<file path="src/hdl/velocity_command_slew_limiter_top_assert.svh">
// Assertion macros for the velocity command slew limiter.
// Each macro checks on the rising edge of clock and is disabled while reset is high.
`ifndef VELOCITY_COMMAND_SLEW_LIMITER_TOP_ASSERT_SVH
`define VELOCITY_COMMAND_SLEW_LIMITER_TOP_ASSERT_SVH

`ifndef SYNTH

// The condition must hold in the cycle after the trigger.
`define VCSL_ASSERT_NEXT(label, trig, cond, msg) \
   label: assert property (@(posedge clock) disable iff (reset) (trig) |=> (cond)) \
      else $error(msg);

// The condition must hold in the same cycle as the trigger.
`define VCSL_ASSERT_NOW(label, trig, cond, msg) \
   label: assert property (@(posedge clock) disable iff (reset) (trig) |-> (cond)) \
      else $error(msg);

`else

`define VCSL_ASSERT_NEXT(label, trig, cond, msg)
`define VCSL_ASSERT_NOW(label, trig, cond, msg)

`endif

`endif

</file>
<file path="src/hdl/vcsl_pkg.sv">
package vcsl_pkg;

   // Field widths.
   localparam int NUM_AXES = 3;
   localparam int VEL_W    = 32;
   localparam int LIM_W    = 31;
   localparam int TIME_W   = 32;
   localparam int DT_W     = 20;
   localparam int STEP_W   = 32;

   // Packed stream payloads.
   localparam int REQ_DATA_W = TIME_W + NUM_AXES * VEL_W;
   localparam int RSP_DATA_W = 2 * NUM_AXES * VEL_W;

   // Configuration port.
   localparam int CSR_IDX_W  = 3;
   localparam int CSR_DATA_W = 32;

   localparam logic [CSR_IDX_W-1:0] REG_MAX_VEL_X     = 3'd0;
   localparam logic [CSR_IDX_W-1:0] REG_MAX_VEL_Y     = 3'd1;
   localparam logic [CSR_IDX_W-1:0] REG_MAX_VEL_YAW   = 3'd2;
   localparam logic [CSR_IDX_W-1:0] REG_MAX_ACCEL_X   = 3'd3;
   localparam logic [CSR_IDX_W-1:0] REG_MAX_ACCEL_Y   = 3'd4;
   localparam logic [CSR_IDX_W-1:0] REG_MAX_ACCEL_YAW = 3'd5;
   localparam logic [CSR_IDX_W-1:0] REG_TIMEOUT       = 3'd6;
   localparam logic [CSR_IDX_W-1:0] REG_MAX_DT        = 3'd7;

   // Register reset values.
   localparam logic [LIM_W-1:0]  MAX_VEL_RESET   = 31'd65536;
   localparam logic [LIM_W-1:0]  MAX_ACCEL_RESET = 31'd6554;
   localparam logic [TIME_W-1:0] TIMEOUT_RESET   = 32'd100000;
   localparam logic [DT_W-1:0]   MAX_DT_RESET    = 20'd10000;

   // Item kinds.
   localparam logic ACT_COMMAND = 1'b0;
   localparam logic ACT_TICK    = 1'b1;

   // Step divider: floor(accel * dt / 1e6) is taken as a shift by 6 followed by
   // a long division by 15625 in 18-bit digits, each digit found with a
   // reciprocal multiply and one correction.
   localparam int PROD_W      = LIM_W + DT_W;
   localparam int PRE_SHIFT   = 6;
   localparam int STEP_DIV    = 15625;
   localparam int DIV_REM_W   = 14;
   localparam int SLACK_W     = DIV_REM_W + 1;
   localparam int CHUNK_W     = 18;
   localparam int NUM_CHUNKS  = 3;
   localparam int WIDE_W      = CHUNK_W * NUM_CHUNKS;
   localparam int NUM_W       = DIV_REM_W + CHUNK_W;
   localparam int RECIP_SHIFT = NUM_W;
   localparam int RECIP_W     = 19;
   localparam int MUL_W       = NUM_W + RECIP_W;
   localparam int QD_W        = CHUNK_W + DIV_REM_W;
   localparam logic [RECIP_W-1:0] STEP_RECIP =
      RECIP_W'((64'd1 << RECIP_SHIFT) / STEP_DIV);

   // One load enable for the product stage and two for each digit.
   localparam int STEP_LD_W = 1 + 2 * NUM_CHUNKS;

   // Accepted request item.
   typedef struct packed {
      logic                               action;
      logic [TIME_W-1:0]                  time_us;
      logic [NUM_AXES-1:0][VEL_W-1:0]     target;
   } req_item_type;

   // What an item carries down the pipeline next to the step divider.
   typedef struct packed {
      logic                               action;
      logic                               stale;
      logic [NUM_AXES-1:0][VEL_W-1:0]     goal;
   } side_type;

endpackage

</file>
<file path="src/hdl/vcsl_step.sv">
module vcsl_step (
   input  logic                              clock,
   input  logic [vcsl_pkg::STEP_LD_W-1:0]    load,
   input  logic [vcsl_pkg::LIM_W-1:0]        accel,
   input  logic [vcsl_pkg::DT_W-1:0]         dt,
   output logic [vcsl_pkg::STEP_W-1:0]       step
);
   import vcsl_pkg::*;

   logic [PROD_W-1:0]                          prod_ff;
   logic [WIDE_W-1:0]                          dividend;
   logic [NUM_CHUNKS-1:0][WIDE_W-1:0]          div_src;
   logic [NUM_CHUNKS-2:0][WIDE_W-1:0]          div_m_ff;
   logic [NUM_CHUNKS-2:0][WIDE_W-1:0]          div_q_ff;
   logic [NUM_CHUNKS-1:0][DIV_REM_W-1:0]       rem_prev;
   logic [NUM_CHUNKS-1:0][DIV_REM_W-1:0]       rem_ff;
   logic [NUM_CHUNKS-1:0][NUM_W-1:0]           num_ff;
   logic [NUM_CHUNKS-1:0][MUL_W-1:0]           mul_ff;
   logic [NUM_CHUNKS-1:0][WIDE_W-1:0]          quo_prev;
   logic [NUM_CHUNKS-1:1][WIDE_W-1:0]          quo_m_ff;
   logic [NUM_CHUNKS-1:0][WIDE_W-1:0]          quo_ff;

   // Full product of the acceleration limit and the capped interval.
   always_ff @(posedge clock) begin
      if (load[0]) begin
         prod_ff <= PROD_W'(accel) * PROD_W'(dt);
      end
   end

   // The low six bits only ever feed the remainder, so they are dropped here.
   assign dividend = WIDE_W'(prod_ff[PROD_W-1:PRE_SHIFT]);

   genvar k;
   for (k = 0; k < NUM_CHUNKS; k++) begin : g_digit
      logic [NUM_W-1:0]     num;
      logic [CHUNK_W-1:0]   q_est;
      logic [CHUNK_W-1:0]   q_digit;
      logic [QD_W-1:0]      q_times_d;
      logic [SLACK_W-1:0]   rem_raw;
      logic                 over;

      // Each digit takes the dividend, remainder and quotient so far from the
      // stage in front of it, so every item keeps its own values.
      if (k == 0) begin : g_first
         assign rem_prev[k] = '0;
         assign div_src[k]  = dividend;
         assign quo_prev[k] = '0;
      end else begin : g_next
         assign rem_prev[k] = rem_ff[k-1];
         assign div_src[k]  = div_q_ff[k-1];
         assign quo_prev[k] = quo_m_ff[k];

         always_ff @(posedge clock) begin
            if (load[1+2*k]) begin
               quo_m_ff[k] <= quo_ff[k-1];
            end
         end
      end

      // The dividend travels on with the item while later digits need it.
      if (k < NUM_CHUNKS - 1) begin : g_carry
         always_ff @(posedge clock) begin
            if (load[1+2*k]) begin
               div_m_ff[k] <= div_src[k];
            end
         end

         always_ff @(posedge clock) begin
            if (load[2+2*k]) begin
               div_q_ff[k] <= div_m_ff[k];
            end
         end
      end

      // Partial dividend: previous remainder followed by the next digit.
      assign num = {rem_prev[k], div_src[k][WIDE_W-1-k*CHUNK_W -: CHUNK_W]};

      // Reciprocal multiply gives the quotient digit or one less.
      always_ff @(posedge clock) begin
         if (load[1+2*k]) begin
            num_ff[k] <= num;
            mul_ff[k] <= MUL_W'(num) * MUL_W'(STEP_RECIP);
         end
      end

      // The true remainder is below twice the divisor, so narrow arithmetic
      // is exact; one compare and subtract fixes the digit.
      assign q_est     = mul_ff[k][RECIP_SHIFT +: CHUNK_W];
      assign q_times_d = QD_W'(q_est) * QD_W'(STEP_DIV);
      assign rem_raw   = num_ff[k][SLACK_W-1:0] - q_times_d[SLACK_W-1:0];
      assign over      = (rem_raw >= SLACK_W'(STEP_DIV));
      assign q_digit   = q_est + CHUNK_W'(over);

      always_ff @(posedge clock) begin
         if (load[2+2*k]) begin
            quo_ff[k] <= {quo_prev[k][WIDE_W-CHUNK_W-1:0], q_digit};
            rem_ff[k] <= over ? DIV_REM_W'(rem_raw - SLACK_W'(STEP_DIV))
                              : rem_raw[DIV_REM_W-1:0];
         end
      end
   end

   // The last digit stage holds the whole quotient.
   assign step = STEP_W'(quo_ff[NUM_CHUNKS-1]);

endmodule

</file>
<file path="config.mk">
export PLATFORM = sky130hd
export DESIGN_NAME = vcsl_step
export DESIGN_NICKNAME = d
export VERILOG_FILES = /design/src/hdl/velocity_command_slew_limiter_top_assert.svh /design/src/hdl/vcsl_pkg.sv /design/src/hdl/vcsl_step.sv
export SDC_FILE = /design/constraint.sdc
export NUM_CORES = 2
export LEC_CHECK = 0
export ABC_AREA = 1
export BUFFER_PORTS_ARGS = -buffer_cell sky130_fd_sc_hd__buf_2
export CORE_AREA = 2 2 497 450
export DETAILED_ROUTE_END_ITERATION = 10
export DIE_AREA = 0 0 499 452
export PLACE_DENSITY_LB_ADDON = 0.05
export SLEW_MARGIN = 5
export SYNTH_ARGS = -nofsm -noshare
export SYNTH_HDL_FRONTEND = slang
export SYNTH_SLANG_ARGS = --single-unit
</file>
<file path="constraint.sdc">
create_clock -name clock -period 16.5 [get_ports clock]
set_input_delay 0.825 -clock clock [delete_from_list [all_inputs] [get_ports clock]]
set_output_delay 0.825 -clock clock [all_outputs]
set_load 0.02 [all_outputs]
</file>
==> qor.yml <==
outcome:
  status: "completed"
cells_and_area:
  final_nets: 7824
  layout_commonest_cell: "inv_1"
  multi_input_area_mm2: 0.03758
  ff_latch_area_mm2: 0.009219
  area_delta_synth_final_pct: 8.957
  drive_above_1_share: 0.03169
  stdcell_count: 9061
  layout_common_cells: "1963 x inv_1, 1069 x nand2_1, 975 x fa_1, 668 x ha_1, 307 x edfxtp_1"
  utilization: 0.2712
  fill_cells: 23880
synth:
  synth_area_mm2: 0.05490
  avgSynthCellArea_um2: 8.951
  ys_seq_elements: 307
  synth-async-reset-ratio: 0
  yosys.area_share.xor_xnor: 0.02420
  synthAdderAreaFrac: 0.5078
  synth_top_area_cell: "fa_1"
  syn_nets: 7835
  synthSimpleGateAreaFrac: 0.1105
  ys_warn_count: 0
  synth_top_flop_cell: "edfxtp_1"
  muxShareOfSynthArea: 0
  synth_top_family_by_area: "adder cells"
  yosysUniqueCellTypes: 48
  synth_compound_area_frac: 0.04200
  yosysTopAreaCellShare: 0.3555
  synth_cells: 6133
  ys_top_cells_by_area: "fa_1 36%, edfxtp_1 17%, ha_1 15%, inv_1 13%, nand2_1 7.3%"
  ys_seq_area_frac: 0.1679
  synth_edf_count: 307
detailed_routing:
  drtIter0Drc: 1627
  routed_via_density: 4.100
  firstDrtPassIters: 5
  vias: 37150
  finalWirelength_um: 163000
  wl_per_cell_um: 17.98
  drc: 0
  ant_nets: 0
global_routing:
  grt_busiest_layer: "met2"
  antenna_found_initial: 7
  met1_usage: 0.2050
  grt_max_degree: 48
  grt_pass1_wl_um: 254500
  use_met3: 0.009562
  grt_usage: 0.1478
  grt_pass1_vias: 41700
  met2_usage: 0.2574
  grt_overflow_total: 0
clock_tree:
  ctsLongestPathBuffers: 3
  cts_setup_buffers: 0
  cts_buffers: 40
  root_buffer: "clkbuf_16"
  htree_levels: 2
  cts_resized: 0
  holdBufCountCts: 0
  clk_pin_slew_worst_paths_ps: 90
  clock_latency_ps: 640
  cts.sinks: 307
  cts_tree: "yes"
hold_path:
  whs_path_depth: 0
  hold_class: "flop to flop"
  worstHoldEndpoint: "g_digit[1].num[26]$_DFFE_PP_"
  worstHoldStart: "num_ff[8]$_DFFE_PP_"
floorplan:
  die-width_um: 499
  core_area_mm2: 0.2206
  die-height_um: 452
  rows: 164
  fp.dieArea_mm2: 0.2255
  start_util: 0.2489
  io_pins: 91
timing:
  rsz0062_at_grt: "false"
  finalSetupTns_ps: 0
  setup_violations: 0
  fin_ws_ps: 9080
  tightest_slew_ps: 1089
  period_share: 0.4497
  relSlewSlack: 0.2738
  final_hold_viol_count: 0
  fmax_mhz: 134.8
  period_minus_slack_ps: 7420
  finalMaxSlewViolations: 0
  final.setup_skew_ps: 65.74
worst_setup_path:
  r2r-end: "step[17]$_DFFE_PP_"
  r2r_setup_slack_ps: 9460
  critical_path_class: "input pin to flop"
  critPathMaxFanout: 31
  worstPathRequired_ps: 16870
  end_kind: "flop"
  r2r-start: "g_digit[2].q_est[1]$_DFFE_PP_"
  r2r_cells: 25
  crit_arrival_ps: 7790
  cp-start-kind: "input pin"
job:
  cap_violations: 0
placement:
  pre_cts_slack_ps: 8390
  dp.cells: 8985
  io_buffer_count: 90
  place.gp.congestion: 0.8240
  dp.final_hpwl_um: 135700
[worst max-delay path, stage by stage]
cell and delay [ps]:
buf_2 670, nand2_1 180, fa_1 450, inv_1 80, fa_1 410, inv_1 90, fa_1 410, inv_1 90
fa_1 440, fa_1 520, fa_1 500, inv_1 50, fa_1 480, inv_1 40, ha_1 390, nand2_1 130
nor2_1 210, nand2_1 80, o21ai_1 550, a21oi_1 330, o21ai_1 410, xor2_1 410
[final cells by class]
class / count / area share
diodes: 2 / 0.00008367
clock buffers: 44 / 0.01698
repair buffers: 105 / 0.009413
inverters: 1964 / 0.1232
clock inverters: 30 / 0.007196
multi-input cells: 3704 / 0.6282
well taps: 2905 / 0.06077
flip-flops and latches: 307 / 0.1541
[cell families after synthesis]
group | Yosys count
simple gates | 1502
compound gates | 409
fa+ha+maj | 1643
xor+xnor | 150
flops | 307
buf+inv | 2122
[worst max-delay path by stage]
stage,start,endpoint,slack [ps]
floorplan,accel[25],prod_ff[49]$_DFFE_PP_,10050
global placement,dt[5],prod_ff[25]$_DFFE_PP_,8340
detailed placement,dt[5],prod_ff[25]$_DFFE_PP_,8390
CTS,dt[5],prod_ff[25]$_DFFE_PP_,9060
global route,g_digit[2].q_est[1]$_DFFE_PP_,step[17]$_DFFE_PP_,8650
finish,dt[5],prod_ff[25]$_DFFE_PP_,9080
[stage by stage]
step / cell area [µm²] / hold slack, ps
after floorplan: 54900 / 400.3
after global placement: 58360 / 400.4
after detailed placement: 58360 / 404.5
after CTS: 59810 / 377.0
after global routing: 59810 / 384.4
final: 59820 / 383.8
[registers in the layout, summed over array words and instances (netlist names)]
signal / count
div_m_ff: 54
div_q_ff: 54
prod_ff: 45
num_ff: 39
g_digit.q_est: 32
step: 32
g_digit.num: 23
quo_ff: 14
quo_m_ff: 14
[cells in the mapped netlist, types with 37 or more instances]
cell type	number
inv_1	1963
nand2_1	1069
fa_1	975
ha_1	668
edfxtp_1	307
nor2_1	227
a21oi_1	169
o21ai_0	122
clkbuf_1	117
xor2_1	111
nand3_1	94
nand4_1	40
xnor2_1	37
[routing by layer]
layer,vias up,routed length [µm]
li1,18060,-
met1,18590,78890
met2,406,78660
met3,96,3277
met4,4,2095
met5,-,27
Power is left out: the tool's default activity adds up to more than one toggle a clock period on the data nets, which glitch-free logic cannot reach.
